<file path="src/sv/rhh_pkg.sv">
`default_nettype none
package rhh_pkg;

  localparam int REG_W  = 40;
  localparam int AP_W   = 13;
  localparam int ROW_W  = 12;
  localparam int OUT_W  = 48;
  localparam int FRAC_W = 16;

  localparam logic [1:0] ACT_LOAD   = 2'd0;
  localparam logic [1:0] ACT_FINISH = 2'd1;
  localparam logic [1:0] ACT_READ   = 2'd2;

  localparam logic [1:0] ST_OK   = 2'd0;
  localparam logic [1:0] ST_ZERO = 2'd1;
  localparam logic [1:0] ST_BAD  = 2'd2;

  localparam logic [1:0] REG_KIN = 2'd0;
  localparam logic [1:0] REG_NUC = 2'd1;
  localparam logic [1:0] REG_INV = 2'd2;
  localparam logic [1:0] REG_AP  = 2'd3;

  localparam logic [REG_W-1:0] KIN_RST = 40'd5349877547;
  localparam logic [REG_W-1:0] NUC_RST = 40'd37449143;
  localparam logic [REG_W-1:0] INV_RST = 40'd18724571;
  localparam logic [AP_W-1:0]  AP_RST  = 13'd4000;

  localparam logic [OUT_W-1:0] OUT_MAX = 48'h7FFF_FFFF_FFFF;

endpackage
`default_nettype wire

</file>
<file path="src/sv/rhh_mul.sv">
`default_nettype none
// serial shift-add multiply, scaled down by 2^16, saturating to the output range
module rhh_mul #(
  parameter int AW = 60
) (
  input  wire logic                      clk,
  input  wire logic                      rst_n,
  input  wire logic                      start,
  input  wire logic [AW-1:0]             a,
  input  wire logic [rhh_pkg::REG_W-1:0] b,
  output logic                           done,
  output logic [rhh_pkg::OUT_W-2:0]      prod
);

  localparam int BW   = rhh_pkg::REG_W;
  localparam int CNTW = $clog2(BW + 1);
  localparam int SW   = ((AW > 63) ? AW : 63) + 2;

  logic            busy_r;
  logic            done_r;
  logic [CNTW-1:0] cnt_r;
  logic [AW-1:0]   a_r;
  logic [BW-1:0]   b_r;
  logic [62:0]     acc_r;
  logic            sat_r;
  logic [SW-1:0]   sum;
  logic            over;

  // once the product reaches 2^63 the scaled result is past the output range
  assign sum  = SW'({acc_r, 1'b0}) + (b_r[BW-1] ? SW'(a_r) : SW'(0));
  assign over = |sum[SW-1:63];

  always_ff @(posedge clk) begin
    if (!rst_n) begin
      busy_r <= 1'b0;
      done_r <= 1'b0;
      cnt_r  <= '0;
    end else begin
      done_r <= 1'b0;
      if (start) begin
        busy_r <= 1'b1;
        cnt_r  <= CNTW'(BW);
      end else if (busy_r) begin
        cnt_r <= cnt_r - 1'b1;
        if (cnt_r == CNTW'(1)) begin
          busy_r <= 1'b0;
          done_r <= 1'b1;
        end
      end
    end
  end

  always_ff @(posedge clk) begin
    if (start) begin
      a_r   <= a;
      b_r   <= b;
      acc_r <= '0;
      sat_r <= 1'b0;
    end else if (busy_r) begin
      b_r <= {b_r[BW-2:0], 1'b0};
      if (!sat_r) begin
        if (over) begin
          sat_r <= 1'b1;
        end else begin
          acc_r <= sum[62:0];
        end
      end
    end
  end

  assign done = done_r;
  assign prod = sat_r ? rhh_pkg::OUT_MAX[rhh_pkg::OUT_W-2:0] : acc_r[62:16];

endmodule
`default_nettype wire

</file>
<file path="config.mk">
export PLATFORM = sky130hd
export DESIGN_NAME = rhh_mul
export DESIGN_NICKNAME = d
export VERILOG_FILES = /design/src/sv/rhh_pkg.sv /design/src/sv/rhh_mul.sv
export SDC_FILE = /design/constraint.sdc
export NUM_CORES = 1
export LEC_CHECK = 0
export ABC_CLOCK_PERIOD_IN_PS = 5000
export BUFFER_PORTS_ARGS = -buffer_cell sky130_fd_sc_hd__buf_2
export CORE_UTILIZATION = 50
export DETAILED_ROUTE_END_ITERATION = 10
export PLACE_DENSITY_LB_ADDON = 0.1
export SETUP_SLACK_MARGIN = 0.4
export SYNTH_ARGS = -nofsm -noshare
export SYNTH_HDL_FRONTEND = slang
export SYNTH_SLANG_ARGS = --single-unit
</file>
<file path="constraint.sdc">
create_clock -name clk -period 5 [get_ports clk]
set_input_delay 0.25 -clock clk [delete_from_list [all_inputs] [get_ports clk]]
set_output_delay 0.25 -clock clk [all_outputs]
set_load 0.01 [all_outputs]
</file>
==> impl_results.md <==
* Result of the run: complete, no violations
* Cell family with most CP delay: compound AO/OA/AOI/OAI gates
* Pins over their slew limit at 0
* GRT overflow at 0
* Clock buffer count from CTS at 17
* Multiplexer share of the synthesized area at 0.0414
* Worst EP arrival at 4.44 ns
* Average via count per standard cell at 5.69
* Num ports at 151
* Simple-gate share of the synthesized area at 0.179
* Syn Std Cell Area at 10600 µm²
* Number of I/O port buffers at 150
* Most area-consuming cells after synthesis: edfxtp_1 (28%), dfxtp_1 (14%), ha_1 (7.2%)
* Type of element launching the critical path: register
* Primary flip-flop cell chosen by synthesis mapping: edfxtp_1
* Standard-cell rows at 52
* Post-Synthesis Net Count at 1290
* Max Buffers Root-to-Sink at 2
* Pin count of the biggest net entering global routing at 69
* Crit path cell chain: buf_4 > and2_1 > ha_1 > nand2_1 > nor3_1 > o221ai_1 > a2111oi_1 > o31ai_2 > a21o_1 > nand3_2 > a2111oi_4 > buf_4 > o21ai_2 > o22ai_1
* Max-cap check violation count at 0
* Final critical-path share of the clock period at 0.830
* Timing startpoint of the critical path: b_r[39]
* Termination of the worst setup path: acc_r[43]
* Fraction of registers with async set/reset at 0
* Area added between synthesis and finish at 20.6%
* HP Class: in -> reg
* Starting Density at 0.518
* H-Tree Level Count at 4
* Number of distinct library cell variants in the gate-level netlist after synthesis at 69
* Setup Skew at 0.0159 ns
* Most area-hungry cell type in the Yosys netlist: edfxtp_1
* Crit path required time at 5.29 ns
* # clock sinks at 172
* Syn_area_per_cell at 9.44 µm²
* Count of vias placed by the detailed router at 9051
* Floorplan Core Area at 20500 µm²
* Setup slack, reg-to-reg at 0.85 ns
* Worst slew margin relative to its limit at 0.443
* Count of buffering cells on the critical path with inverters included at 2
* Setup TNS at 0 ns
* Adder and majority cell fraction of the synthesized area at 0.0738
* Maximum vdd drop at 0.209 mV
* Max Fclk at 0.241 GHz
* Count of flip-flops with a built-in enable after synthesis at 100
* Maximum single-stage delay on the critical path at 0.72 ns
* Commonest cells in the netlist: a21oi_1 (138), edfxtp_1 (100), dfxtp_1 (72), nand2_1 (72), o21ai_0 (72)
* Yosys top cell area share at 0.283
* Routed wire length per instance at 17.0 µm
* Floorplan die height at 148 µm
* Leakage power at 5.38 nW
* R2R cell count at 14
* Synth warnings at 0
* Parity-gate share of the synthesized area counting xor and xnor cells at 0.0495
* Routed Wire Length at 27.0 mm
* Die Area at 21800 µm²
* Clock root cell: clkbuf_16
* Total power divided by cell area at 306 nW/µm²
* Synthesized netlist cell count at 1125
* DPL Wire Length at 18.8 mm
* Critical path capture point type: register
* Clock Pin Slew Worst Setup and Hold Paths at 0.09 ns
* Combinational family with the most area after synthesis: compound AO/OA/AOI/OAI gates
* Setup violators final at 0
* Setup repair after global routing missed its margin: false
* Critical register-to-register path endpoint: acc_r[43]
* Critical-path cell with the highest stage delay: a2111oi_1
* Initial antenna violation count at 0
* Later-pin clock latency in the skew report at 0.45 ns
* Number of hold-slack violations in the final timing report at 0
* Length of the first detailed-routing pass in iterations at 5
* Clock tree from TritonCTS: built
* Gr usage total at 0.256
* Stages on the worst setup path at 14
* Cell seen most often among critical-path stages: buf_4
* Proportion of layout cells with a drive suffix above 1 at 0.237
* Final ANT Viol Nets at 0
* Most common cell in the netlist: a21oi_1
* Flop and latch count out of synthesis at 172
* Number of nets in the layout at 1474
* Total instance count after detailed placement at 1498
* Detailed Route Iter0 Violations at 530
* CP Class: reg -> reg
* Utilization after layout at 0.625
* Via count of the first global-routing pass at 9108
* Transition time at the pin with the least slew margin at 0.825 ns
* Complex-gate fraction of the synthesized area at 0.203
* Beginning of the worst register-to-register path: b_r[39]
* Final RePlAce weighted congestion at 0.925
* Number of design rule violations left after detail routing at 0
* Number of antenna diodes at 0
* Sequential area share after synthesis at 0.419
* Die W at 148 µm
* Largest fanout on the critical path at 39
* Non-Filler Instances at 1592
* Post-layout minimum cycle time at 4.15 ns
* First-pass GRT wire length at 44.3 mm
placed cells by master (no fill, tap or decap), drive strengths merged, types with 4 or more instances in the layout:
cell	n
buf	168
a21oi	141
edfxtp	100
o21ai	88
nand2	72
dfxtp	72
and2	65
nand3	64
ha	61
dlygate4sd3	60
or2	54
mux2	39
nor2	37
xnor2	36
inv	30
a21o	29
xor2	24
nor3	20
clkbuf	17
a211oi	13
nand4	12
o21bai	12
o211ai	9
o22ai	8
a31oi	7
a21boi	7
nor2b	6
and3	6
o31ai	6
o21a	5
o2111ai	5
clkinv	5
nand2b	4
or3	4
power breakdown:
part,switching [mW],internal (mW)
Clock,0.696,0.737
Combinational,0.445,0.364
Sequential,0.0562,1.63
kinds of logic (layout without fill, tap and decap cells):
group,count (synthesis),in the layout
flops,172,172
xor+xnor,60,60
compound gates,349,349
buf+inv,84,281
mux,39,39
simple gates,359,359
fa+ha+maj,62,62
registers in the layout, indices dropped and copies added, names as in the netlist:
register  count
a_r          60
acc_r        63
b_r          40
busy_r        1
cnt_r         6
done          1
sat_r         1
layout make-up:
type / count / area [µm²]
clock inverter: 15 / 208
sequential: 172 / 4440
clock buffer: 17 / 425
tap: 270 / 338
timing repair buffer: 228 / 1490
inverter: 21 / 78.8
multi-input combinational: 869 / 5820
fill: 1783 / 7690
worst register-to-register path, delay by kind of cell (launching register included):
| kind | cells | cell delay (ns) |
|---|---|---|
| compound gates | 7 | 2.09 |
| simple gates | 4 | 0.76 |
| buf+inv | 2 | 0.45 |
| flops | 1 | 0.40 |
| fa+ha+maj | 1 | 0.34 |
worst min-delay path by stage:
stage	slack [ns]	from	end	depth (start not counted)
after CTS	0.08	b[0]	b_r[0]	2
after global routing	0.07	b[0]	b_r[0]	2
after detailed placement	0.43	a[46]	a_r[46]	1
final	0.08	b[0]	b_r[0]	2
after global placement	0.43	a[3]	a_r[3]	1
after floorplan	0.35	a[0]	a_r[0]	0
through the flow:
stage	hold WS [ns]	setup slack [ns]	cell area, µm²	power, mW
final	0.0832	0.852	12800	3.92
after global routing	0.0685	0.491	12800	4.11
after CTS	0.0784	0.713	12800	3.95
after detailed placement	0.428	0.727	11600	2.48
after global placement	0.427	0.919	11600	2.47
after floorplan	0.349	1.31	10600	2.25
repair_timing:
| item | CTS | global route |
|---|---|---|
| setup buffers | 0 | 2 |
| hold endpoints to repair | 60 | 0 |
| resized for setup | 0 | 0 |
| hold buffers | 60 | 0 |
| setup endpoints to repair | 0 | 34 |
routing by layer:
layer  track usage  share of wire
met1         0.328           0.46
met2         0.440           0.48
met3        0.0417          0.041
met4        0.0809          0.021
met5             0              0
Note: power is estimated with default switching activity, not from simulation.
