`src/sv/rhh_div.sv`:
```
`default_nettype none
// restoring divider, one quotient bit per cycle
module rhh_div #(
  parameter int NW = 60,
  parameter int DW = 43
) (
  input  wire logic          clk,
  input  wire logic          rst_n,
  input  wire logic          start,
  input  wire logic [NW-1:0] num,
  input  wire logic [DW-1:0] den,
  output logic               done,
  output logic [NW-1:0]      quot
);

  localparam int CNTW = $clog2(NW + 1);

  logic            busy_r;
  logic            done_r;
  logic [CNTW-1:0] cnt_r;
  logic [NW-1:0]   q_r;
  logic [DW-1:0]   rem_r;
  logic [DW-1:0]   den_r;
  logic [DW:0]     trial;
  logic [DW:0]     diff;

  assign trial = {rem_r, q_r[NW-1]};
  assign diff  = trial - {1'b0, den_r};

  always_ff @(posedge clk) begin
    if (!rst_n) begin
      busy_r <= 1'b0;
      done_r <= 1'b0;
      cnt_r  <= '0;
    end else begin
      done_r <= 1'b0;
      if (start) begin
        busy_r <= 1'b1;
        cnt_r  <= CNTW'(NW);
      end else if (busy_r) begin
        cnt_r <= cnt_r - 1'b1;
        if (cnt_r == CNTW'(1)) begin
          busy_r <= 1'b0;
          done_r <= 1'b1;
        end
      end
    end
  end

  always_ff @(posedge clk) begin
    if (start) begin
      q_r   <= num;
      rem_r <= '0;
      den_r <= den;
    end else if (busy_r) begin
      if (!diff[DW]) begin
        rem_r <= diff[DW-1:0];
        q_r   <= {q_r[NW-2:0], 1'b1};
      end else begin
        rem_r <= trial[DW-1:0];
        q_r   <= {q_r[NW-2:0], 1'b0};
      end
    end
  end

  assign done = done_r;
  assign quot = q_r;

endmodule
`default_nettype wire

```
`config.mk`:
```
export PLATFORM = sky130hd
export DESIGN_NAME = rhh_div
export DESIGN_NICKNAME = d
export VERILOG_FILES = /design/src/sv/rhh_div.sv
export SDC_FILE = /design/constraint.sdc
export NUM_CORES = 1
export LEC_CHECK = 0
export BUFFER_PORTS_ARGS = -buffer_cell sky130_fd_sc_hd__buf_2
export CORE_MARGIN = 5
export CORE_UTILIZATION = 30
export DETAILED_ROUTE_END_ITERATION = 16
export PLACE_DENSITY = 0.6
export SYNTH_ARGS = -nofsm -noshare
export SYNTH_HDL_FRONTEND = slang
export SYNTH_SLANG_ARGS = --single-unit
```
`constraint.sdc`:
```
create_clock -name clk -period 3.65 [get_ports clk]
set_input_delay 0.73 -clock clk [delete_from_list [all_inputs] [get_ports clk]]
set_output_delay 0.73 -clock clk [all_outputs]
set_load 0.02 [all_outputs]
```
==> flow_summary.yaml, run 1 <==
status:
  status: "finished, final reports clean"
clock_tree:
  worstSkewPairLatency_ns: 0.44
  clock_sink_count: 154
  tritoncts_clock_tree: "yes"
  clock_h_tree_levels: 4
  cts_inserted_buffers: 17
  cts.clk_slew.worst_paths_ns: 0.08
  clockRootBuffer: "sky130_fd_sc_hd__clkbuf_16"
  maximum_number_of_buffers_from_clock_root_to_sink: 2
placed_design:
  finalWeightedCongestion: 0.873
  dp_cells: 1364
  place_ws_ns: 0.250
  hpwlAfterDp_um: 17100
  numPortBuffers: 166
  detailed_place.area_um2: 9880
layout:
  final_cell_count_no_fill: 1396
  nNetsFinal: 1151
  postLayoutCellArea_um2: 10500
  fillers: 2917
  post-route-util: 0.367
  area_occupied_by_multi_input_gates_um2: 4120
  fraction_of_layout_instances_using_a_drive_strength_above_1: 0.278
  antenna-diode-count: 0
  layout-area-overhead-vs-synth_pct: 21.4
  layout.area.seq_um2: 4120
sta:
  timing.final.hold_violations: 0
  finalSetupViolations: 0
  timing.fmax_ghz: 0.299
  max_slew_margin: 0.583
  rsz_0062_raised_after_global_routing: "no"
  timing.clock.skew_ns: 0.0219
  worst-slew-pin-transition_ns: 0.625
  min_period_over_period: 0.916
  timing.final.max_slew_violations: 0
  post-route-min-period_ns: 3.35
  setup_tns_ns: 0
  setup_slack_ns: 0.305
flow_run:
  timing.max_cap.violations: 0
synth:
  synth_top_flop_cell: "sky130_fd_sc_hd__edfxtp_1"
  postSynthAreaPerCell_um2: 10.3
  async_set_reset_flop_share_out_of_synthesis: 0
  synth-edff-count: 103
  synth_cells: 842
  net_count_synth: 994
  yosys-top-cells-area: "sky130_fd_sc_hd__edfxtp_1, sky130_fd_sc_hd__dfxtp_1, sky130_fd_sc_hd__mux2_2"
  synth_seq_cells: 154
  netlist_area_um2: 8630
  seq_area_frac_synth: 0.476
  synthesis_warning_total: 0
  netlist.area_leader.share: 0.358
  yosys.cell_types.count: 67
  yosys.area.top_type: "sky130_fd_sc_hd__edfxtp_1"
grt:
  grt_start_max_net_pins: 99
  grt_pass1_vias: 7059
  initial_antenna_violation_count: 1
  grt_usage: 0.141
  grt_pass1_wl_um: 37300
  grt-ovfl-total: 0
drt:
  dr_total_vias: 6829
  detail_route.iter0.violations: 335
  drt_pass1_iterations: 5
  route.antenna.remaining_nets: 0
  route.detailed.vias_per_inst: 4.89
  remaining_drc_errors: 0
  drt-wirelength-per-cell_um: 16.4
  finalWirelength_um: 22900
pwr:
  worst_ir_drop_on_vdd_mv: 0.245
  power_density_nw_per_um2: 459
  p_sw_uw: 1500
  seqPwrFrac: 0.439
  internal_power_uw: 3320
  power.static_leakage_uw: 0.00428
  clockPowerShare: 0.374
  comb_power_share: 0.186
  power.share.switching: 0.311
worst_setup_path:
  critical_path_arrival_ns: 3.65
  setup.reg_to_reg.worst_slack_ns: 0.30
  crit_path_top_delay_cell: "sky130_fd_sc_hd__fa_1"
  crit_required_ns: 3.95
  max_stage_delay_ns: 0.40
  critical_path.reg2reg.endpoint: "rem_r[36]"
  critical_path_source: "quot[59]"
  endpoint_kind: "flop"
  start_kind: "flop"
  critical_path_type: "reg2reg"
  crit_fanout: 5
  setup.worst_path.end: "rem_r[36]"
  worst-r2r-cell-count: 13
  worst_r2r_startpoint: "quot[59]"
  cp_cell_sequence: "inv_1 -> ha_1 -> inv_1 -> fa_1 -> a21o_1 -> a221oi_2 -> o31a_1 -> o21ai_1 -> a21oi_1 -> o21ai_1 -> a41oi_1 -> xor2_1 -> o21ai_0"
floorplanning:
  pin_count: 167
  dieArea_um2: 32300
  start_util: 0.302
  die_w_um: 180
  die_height_um: 180
  floorplan.core_area_um2: 28500
  core.rowCount: 62
min_path:
  worstHoldPathType: "in2reg"
## cells in the final DEF (no fill, tap or decap), types with 4 or more instances in the layout
| cell | Yosys | routed |
|---|---|---|
| sky130_fd_sc_hd__a211oi_1 | 6 | 6 |
| sky130_fd_sc_hd__nand2_1 | 98 | 98 |
| sky130_fd_sc_hd__nor3b_1 | 4 | 4 |
| sky130_fd_sc_hd__mux2i_1 | 8 | 8 |
| sky130_fd_sc_hd__ha_1 | 45 | 45 |
| sky130_fd_sc_hd__xor2_1 | 13 | 13 |
| sky130_fd_sc_hd__buf_2 | 9 | 165 |
| sky130_fd_sc_hd__clkinv_8 | 0 | 6 |
| sky130_fd_sc_hd__edfxtp_1 | 103 | 103 |
| sky130_fd_sc_hd__nand2b_1 | 10 | 10 |
| sky130_fd_sc_hd__a31oi_1 | 5 | 5 |
| sky130_fd_sc_hd__o21ai_0 | 28 | 27 |
| sky130_fd_sc_hd__dfxtp_1 | 51 | 50 |
| sky130_fd_sc_hd__a32oi_1 | 5 | 5 |
| sky130_fd_sc_hd__nor2b_1 | 5 | 5 |
| sky130_fd_sc_hd__inv_1 | 60 | 59 |
| sky130_fd_sc_hd__mux2_2 | 60 | 60 |
| sky130_fd_sc_hd__clkbuf_16 | 0 | 17 |
| sky130_fd_sc_hd__xnor2_1 | 26 | 26 |
| sky130_fd_sc_hd__nand4_1 | 7 | 7 |
| sky130_fd_sc_hd__nor3_1 | 11 | 11 |
| sky130_fd_sc_hd__o21ai_1 | 14 | 15 |
| sky130_fd_sc_hd__a311oi_1 | 23 | 23 |
| sky130_fd_sc_hd__buf_4 | 2 | 6 |
| sky130_fd_sc_hd__a21oi_1 | 59 | 59 |
| sky130_fd_sc_hd__nand3_1 | 15 | 15 |
| sky130_fd_sc_hd__o21bai_1 | 11 | 11 |
| sky130_fd_sc_hd__and3_1 | 4 | 4 |
| sky130_fd_sc_hd__a21o_1 | 11 | 11 |
| sky130_fd_sc_hd__nor2_1 | 63 | 63 |
| sky130_fd_sc_hd__and2_1 | 4 | 4 |
| sky130_fd_sc_hd__o211ai_1 | 8 | 8 |
| sky130_fd_sc_hd__o31a_1 | 4 | 4 |
## state kept, by name (all words and copies together) (netlist names)
register	count
done	1
den_r	43
quot	60
busy_r	1
cnt_r	6
rem_r	43
## cell usage after synthesis (all sizes together), types with 13 or more instances
library cell	count
nand3	15
a21oi	59
xor2	13
nor2	63
xnor2	26
a311oi	23
ha	45
mux2	60
nand2	100
clkbuf	22
edfxtp	103
dfxtp	51
inv	60
o21ai	43
buf	15
## critical path, delay by kind of cell, from the launching register on
family	cells	cell delay, ns
AOI/OAI and AO/OA	8	1.95
xor gates and xnor gates	1	0.17
DFF	1	0.39
buffers and inverters	2	0.14
adders and majority gates	2	0.56
## worst min-delay path by stage
stage	start	slack, ns	cells after the start	endpoint
3_5_place_dp	rem_r[7]	0.46	2	rem_r[7]
6_report	den[1]	0.47	1	den_r[1]
5_1_grt	den[1]	0.45	1	den_r[1]
3_3_place_gp	rem_r[6]	0.46	2	rem_r[6]
4_1_cts	den[35]	0.45	1	den_r[35]
2_1_floorplan	rem_r[6]	0.45	2	rem_r[6]
## power groups by stage
stage / Combinational (µW) / Sequential (µW) / Clock, µW
2_1_floorplan: 544 / 2210 / 0
3_3_place_gp: 894 / 2150 / 0
3_5_place_dp: 899 / 2150 / 0
4_1_cts: 904 / 2120 / 1840
5_1_grt: 998 / 2140 / 1910
6_report: 898 / 2120 / 1800
## routing by layer
layer / vias up / routed length [µm] / track usage
met2: 207 / 10700 / 0.235
met1: 3220 / 10200 / 0.176
li1: 3382 / - / -
met4: 0 / 258 / 0.0363
met5: - / 0 / 0
met3: 20 / 1690 / 0.0467
## repair_timing
action	4_1_cts	5_1_grt
hold buffers	0	0
resized for setup	0	1
setup buffers	0	0
endpoints found under the setup margin	0	2
## through the flow
stage,hold WS [ns],total power (µW)
floorplan,0.445,2760
global placement,0.459,3050
detailed placement,0.463,3050
CTS,0.450,4860
global route,0.449,5050
finish,0.466,4820
## area by class of cell
cell class | instances | share of cell area
multi-input cells | 591 | 0.393
flip-flops and latches | 154 | 0.392
repair buffers | 175 | 0.0898
well taps | 384 | 0.0458
clock buffers | 17 | 0.0406
inverters | 60 | 0.0215
clock inverters | 15 | 0.0171
## cell families after synthesis
group / synth area share
AND/OR/NAND/NOR: 0.130
AO/OA/AOI/OAI: 0.152
flip-flops: 0.476
buffers and inverters: 0.0465
multiplexers: 0.0875
adder cells (fa/ha/maj): 0.0675
XOR/XNOR: 0.0396
(Power assumes the default switching activity.)
==> run 2, diff against run 1 <==
--- a/config.mk
+++ b/config.mk
@@ -5,11 +5,12 @@
 export SDC_FILE = /design/constraint.sdc
 export NUM_CORES = 1
 export LEC_CHECK = 0
+export ABC_AREA = 1
 export BUFFER_PORTS_ARGS = -buffer_cell sky130_fd_sc_hd__buf_2
 export CORE_MARGIN = 5
 export CORE_UTILIZATION = 30
 export DETAILED_ROUTE_END_ITERATION = 16
-export PLACE_DENSITY = 0.6
+export PLACE_DENSITY = 0.59
 export SYNTH_ARGS = -nofsm -noshare
 export SYNTH_HDL_FRONTEND = slang
 export SYNTH_SLANG_ARGS = --single-unit
==> run 2 against run 1 <==
Worst hold slack worse by 0.011 ns. Combinational power down 30%. Fmax up 31%. Die area up 16%.
==> flow_summary.yaml, run 2 <==
status:
  status: "finished, final reports clean"
synth:
  net_count_synth: 1607
  synth_top_flop_cell: "sky130_fd_sc_hd__edfxtp_1"
  synth_most_common_cell: "sky130_fd_sc_hd__nand2_1"
  synth-edff-count: 103
  seq_area_frac_synth: 0.406
  postSynthAreaPerCell_um2: 6.96
  yosys-top-cells-area: "sky130_fd_sc_hd__edfxtp_1, sky130_fd_sc_hd__nand2_1, sky130_fd_sc_hd__dfxtp_1"
  netlist_area_um2: 10100
  synth_cells: 1455
  yosys.area.top_type: "sky130_fd_sc_hd__edfxtp_1"
  async_set_reset_flop_share_out_of_synthesis: 0
  yosys.cell_types.count: 42
  netlist.area_leader.share: 0.305
  post_synth_most_frequent_cells: "sky130_fd_sc_hd__nand2_1, sky130_fd_sc_hd__inv_1, sky130_fd_sc_hd__edfxtp_1"
  synth_seq_cells: 154
  synthesis_warning_total: 0
floorplanning:
  die_height_um: 194
  core.rowCount: 67
  pin_count: 167
  dieArea_um2: 37500
  floorplan.core_area_um2: 33400
  start_util: 0.303
  die_w_um: 194
layout:
  nNetsFinal: 1769
  fraction_of_layout_instances_using_a_drive_strength_above_1: 0.165
  antenna-diode-count: 0
  largest_reg_flops: 60
  fillers: 3628
  most_common_cell_after_layout_fill_and_taps_aside: "sky130_fd_sc_hd__nand2_1"
  layout_common_cells: "sky130_fd_sc_hd__nand2_1, sky130_fd_sc_hd__inv_1, sky130_fd_sc_hd__buf_2"
  layout-area-overhead-vs-synth_pct: 18.4
  postLayoutCellArea_um2: 12000
clock_tree:
  postCtsResizedCells: 0
  cts.clk_slew.worst_paths_ns: 0.07
  clockRootBuffer: "sky130_fd_sc_hd__clkbuf_16"
  clock_h_tree_levels: 4
  cts-hold-fix-buffers: 0
  worstSkewPairLatency_ns: 0.45
  cts_setup_buffers: 0
  maximum_number_of_buffers_from_clock_root_to_sink: 2
  clock_sink_count: 154
  cts_inserted_buffers: 17
  tritoncts_clock_tree: "yes"
worst_setup_path:
  crit_required_ns: 3.82
  critical_path_arrival_ns: 2.72
  critical_path_source: "den_r[9]"
  start_kind: "flop"
  worst_r2r_startpoint: "den_r[9]"
  crit_fanout: 44
  endpoint_kind: "flop"
  critical_path_type: "reg2reg"
placed_design:
  numPortBuffers: 166
  hpwlAfterDp_um: 21600
  finalWeightedCongestion: 0.907
  detailed_place.area_um2: 11400
drt:
  remaining_drc_errors: 0
  dr_total_vias: 8986
  route.antenna.remaining_nets: 0
  drt-wirelength-per-cell_um: 13.5
  drt_pass1_iterations: 7
  finalWirelength_um: 28100
  route.detailed.vias_per_inst: 4.32
  detail_route.iter0.violations: 398
grt:
  grt-ovfl-total: 0
  grt_pass1_vias: 9031
  grt_pass1_wl_um: 45700
  initial_antenna_violation_count: 2
  grt_start_max_net_pins: 72
  grt_usage: 0.149
sta:
  timing.fmax_ghz: 0.393
  worst-slew-pin-transition_ns: 0.819
  min_period_over_period: 0.698
  max_slew_margin: 0.454
  rsz_0062_raised_after_global_routing: "no"
  setup_tns_ns: 0
  timing.final.hold_violations: 0
  whs_ns: 0.455
  post-route-min-period_ns: 2.55
  finalSetupViolations: 0
  timing.clock.skew_ns: 0.0133
  timing.final.max_slew_violations: 0
min_path:
  min_from: "den[29]"
  worstHoldPathType: "in2reg"
pwr:
  power.share.switching: 0.288
  internal_power_uw: 3230
  power.static_leakage_uw: 0.00641
  comb_power_share: 0.139
  seqPwrFrac: 0.453
  clockPowerShare: 0.408
  power_density_nw_per_um2: 379
  worst_ir_drop_on_vdd_mv: 0.322
  p_sw_uw: 1310
flow_run:
  timing.max_cap.violations: 0
==> run 2: cell count changes in the layout (fill, tap and decap cells not counted), sizes merged, moves of 10 or more <==
cell,previous run,this run
a21o,11,1
a21oi,59,33
a311oi,23,0
inv,66,280
mux2,60,0
nand2,100,669
nand2b,10,0
nand3,15,88
nor2,63,91
o211ai,10,0
o21ai,43,14
==> run 2: final cells by class <==
cell class	instances	area, µm²	share of cell area
sequential	154	4110	0.343
clock buffer	18	429	0.0358
multi-input combinational	999	4820	0.402
timing repair buffer	172	878	0.0733
inverter	273	1020	0.0855
tap	448	561	0.0467
clock inverter	14	161	0.0135
==> run 2: path summary, 6_finish.rpt <==
kind	cells past startpoint	slack, ns	end
max	12	1.10	quot[0]
min	1	0.46	den_r[29]
max reg2reg	12	1.10	quot[0]
min reg2reg	2	0.47	rem_r[5]
==> run 2: per-layer routing <==
layer / GRT usage / vias to the layer above / routed length (µm)
li1: - / 4732 / -
met1: 0.186 / 3995 / 12900
met2: 0.250 / 233 / 12900
met3: 0.0493 / 22 / 1940
met4: 0.0320 / 4 / 381
met5: 0 / - / 21
==> run 2: critical path, stage by stage, from the launching register on <==
cell and delay (ns):
sky130_fd_sc_hd__edfxtp_1 0.37, sky130_fd_sc_hd__inv_1 0.07, sky130_fd_sc_hd__ha_1 0.27, sky130_fd_sc_hd__nand2_1 0.16, sky130_fd_sc_hd__inv_1 0.06, sky130_fd_sc_hd__nand2_1 0.06, sky130_fd_sc_hd__nand2_1 0.11, sky130_fd_sc_hd__a21oi_1 0.17
sky130_fd_sc_hd__nand2_2 0.14, sky130_fd_sc_hd__nand2_4 0.12, sky130_fd_sc_hd__nand4_2 0.13, sky130_fd_sc_hd__nand2_4 0.45, sky130_fd_sc_hd__o21ai_0 0.14
==> run 2: power by group through the flow <==
stage               Combinational, µW  Sequential [µW]  Clock [µW]
floorplan                         312             2170           0
global placement                  635             2100           0
detailed placement                637             2100           0
CTS                               640             2060        1920
global route                      705             2070        1980
finish                            631             2060        1850
==> run 2: kinds of logic after synthesis <==
kind of cell	Yosys count	synth area share
buffers and inverters	302	0.119
adder cells (fa/ha/maj)	46	0.0576
XOR/XNOR	27	0.0234
AO/OA/AOI/OAI	61	0.0347
AND/OR/NAND/NOR	865	0.359
flip-flops	154	0.406
==> run 2: through the flow <==
step	std cells	util	worst slack, ns	total power (µW)
detailed placement	2046	0.341	1.08	2730
global route	2078	0.358	0.862	4760
floorplan	1455	-	1.01	2480
CTS	2078	0.358	1.08	4620
finish	2078	0.358	1.10	4540
global placement	2046	0.341	1.10	2730
==> run 3, diff against run 2 <==
--- a/config.mk
+++ b/config.mk
@@ -5,12 +5,12 @@
 export SDC_FILE = /design/constraint.sdc
 export NUM_CORES = 1
 export LEC_CHECK = 0
-export ABC_AREA = 1
+export ABC_AREA = 0
 export BUFFER_PORTS_ARGS = -buffer_cell sky130_fd_sc_hd__buf_2
 export CORE_MARGIN = 5
 export CORE_UTILIZATION = 30
 export DETAILED_ROUTE_END_ITERATION = 16
-export PLACE_DENSITY = 0.59
+export PLACE_DENSITY = 0.6
 export SYNTH_ARGS = -nofsm -noshare
 export SYNTH_HDL_FRONTEND = slang
 export SYNTH_SLANG_ARGS = --single-unit
==> constraint.sdc (replaced) <==
create_clock -name clk -period 2.4 [get_ports clk]
set_input_delay 0.48 -clock clk [delete_from_list [all_inputs] [get_ports clk]]
set_output_delay 0.48 -clock clk [all_outputs]
set_load 0.02 [all_outputs]
==> run 3 against run 2 <==
The run now ends with negative setup slack left. Critical path depth did not move. Clock skew rose by 0.00089 ns. Power rose by 71%. Cell count fell by 24%. Critical path type unchanged. Critical endpoint is now rem_r[4]. Largest cell class unchanged. Highest routed layer is now met4.
==> flow_summary.yaml, run 3 (synthesis gave the netlist of run 1 again) <==
layout:
  area_occupied_by_multi_input_gates_um2: 4750
  postLayoutCellArea_um2: 12600
  layout.area.seq_um2: 4120
  most_common_cell_after_layout_fill_and_taps_aside: "sky130_fd_sc_hd__buf_4"
  nNetsFinal: 1336
  largest_reg_flops: 60
  layout-area-overhead-vs-synth_pct: 45.7
  fillers: 2773
  antenna-diode-count: 0
  layout_common_cells: "sky130_fd_sc_hd__buf_4, sky130_fd_sc_hd__buf_2, sky130_fd_sc_hd__edfxtp_1"
  fraction_of_layout_instances_using_a_drive_strength_above_1: 0.477
sta:
  min_period_over_period: 1.19
  finalSetupViolations: 44
  timing.final.max_slew_violations: 0
  post-route-min-period_ns: 2.85
  max_slew_margin: 0.461
  timing.final.hold_violations: 0
  timing.fmax_ghz: 0.351
  timing.clock.skew_ns: 0.0141
  whs_ns: 0.220
  worst-slew-pin-transition_ns: 0.808
  setup_tns_ns: -17.04
  rsz_0062_raised_after_global_routing: "yes"
  setup_slack_ns: -0.450
grt:
  grt_start_max_net_pins: 100
  initial_antenna_violation_count: 0
  grt_pass1_wl_um: 40000
  grt-ovfl-total: 0
  grt_pass1_vias: 7748
  grt_usage: 0.150
drt:
  finalWirelength_um: 24900
  dr_total_vias: 7577
  route.antenna.remaining_nets: 0
  remaining_drc_errors: 0
  drt-wirelength-per-cell_um: 15.7
  route.detailed.vias_per_inst: 4.79
  drt_pass1_iterations: 5
  detail_route.iter0.violations: 409
floorplanning:
  pin_count: 167
  die_w_um: 180
  start_util: 0.302
  die_height_um: 180
  floorplan.core_area_um2: 28500
  core.rowCount: 62
  dieArea_um2: 32300
worst_setup_path:
  critical_path_arrival_ns: 3.20
  critical_path.reg2reg.endpoint: "rem_r[4]"
  crit_path_top_delay_cell: "sky130_fd_sc_hd__o41a_1"
  endpoint_kind: "flop"
  crit_fanout: 5
  critical_path_type: "reg2reg"
  worst-r2r-cell-count: 12
  cp_cell_sequence: "inv_2 -> ha_4 -> a21o_1 -> o41a_1 -> o211ai_2 -> nor4b_4 -> or3_4 -> and2_4 -> buf_8 -> buf_4 -> nand2_4 -> a311oi_2"
  max_stage_delay_ns: 0.43
  start_kind: "flop"
  setup.reg_to_reg.worst_slack_ns: -0.45
  critical_path_source: "den_r[4]"
  worst_r2r_startpoint: "den_r[4]"
  crit_required_ns: 2.75
clock_tree:
  clock_sink_count: 154
  clockRootBuffer: "sky130_fd_sc_hd__clkbuf_16"
  tritoncts_clock_tree: "yes"
  cts-hold-fix-buffers: 0
  maximum_number_of_buffers_from_clock_root_to_sink: 2
  worstSkewPairLatency_ns: 0.43
  clock_h_tree_levels: 4
  cts.clk_slew.worst_paths_ns: 0.07
  cts_inserted_buffers: 17
min_path:
  min_delay_worst_endpoint: "den_r[41]"
  hold-path-cell-count: 1
  worstHoldPathType: "in2reg"
  min_from: "den[41]"
pwr:
  power_density_nw_per_um2: 618
  p_total_uw: 7770
  worst_ir_drop_on_vdd_mv: 0.479
  power.static_leakage_uw: 0.00534
flow_run:
  timing.max_cap.violations: 0
placed_design:
  numPortBuffers: 166
  detailed_place.area_um2: 11200
  finalWeightedCongestion: 0.859
  place_ws_ns: -0.572
  hpwlAfterDp_um: 18100
status:
  violations: "negative setup slack"
  status: "finished with violations"
==> run 3: changes by cell type in the layout (fill, tap and decap cells not counted), sizes merged, moves of 23 or more <==
cell,previous run,this run
nand3,88,15
a311oi,0,23
inv,280,66
a21oi,33,59
o21ai,14,43
nand2,669,100
nor2,91,63
mux2,0,60
buf,172,359
==> run 3: report_power, final <==
part	internal, µW	leakage, µW	switching (µW)	total (µW)
combinational	863	0.00361	1000	1860
clock	1470	0.000285	1240	2710
sequential	3080	0.00144	113	3200
total	5420	0.00534	2360	7770
==> run 3: how the worst max path moves through the flow <==
stage               slack, ns         to  cells after the start
global placement        -0.45  rem_r[37]                     13
floorplan               -0.32  rem_r[36]                     13
finish                  -0.45   rem_r[4]                     12
detailed placement      -0.57  rem_r[10]                     13
global route            -0.59  rem_r[20]                     13
CTS                     -0.42  rem_r[28]                     13
==> run 3: layer usage <==
metal,track usage,wire (µm),up-vias
li1,-,-,3750
met2,0.248,11900,206
met3,0.0416,1430,27
met1,0.195,11200,3594
met5,0,0,-
met4,0.0360,310,0
==> run 3: final cells by class <==
type | count | area share
Multi-Input combinational cell | 591 | 0.377
Sequential cell | 154 | 0.327
Timing Repair Buffer | 360 | 0.193
Tap cell | 384 | 0.0382
Clock buffer | 17 | 0.0338
Inverter | 60 | 0.0182
Clock inverter | 15 | 0.0125
==> run 3: repair_timing <==
action | 4_1_cts | 5_1_grt
gates cloned | 3 | 1
gates resized for setup | 99 | 54
setup endpoints to repair | 44 | 44
pin swaps | 55 | 40
buffers inserted | 7 | 7
==> run 3: worst max-delay path, delay by kind of cell, from the launching register on <==
family / cells / cell delay, ns
AO/OA/AOI/OAI: 4 / 1.11
AND/OR/NAND/NOR: 4 / 0.73
flip-flops: 1 / 0.37
buffers and inverters: 3 / 0.34
adder cells (fa/ha/maj): 1 / 0.20
==> run 3: through the flow <==
step / utilization / instances
2_1_floorplan: - / 842
6_report: 0.441 / 1581
5_1_grt: 0.441 / 1581
4_1_cts: 0.432 / 1579
3_5_place_dp: 0.394 / 1537
3_3_place_gp: 0.394 / 1537
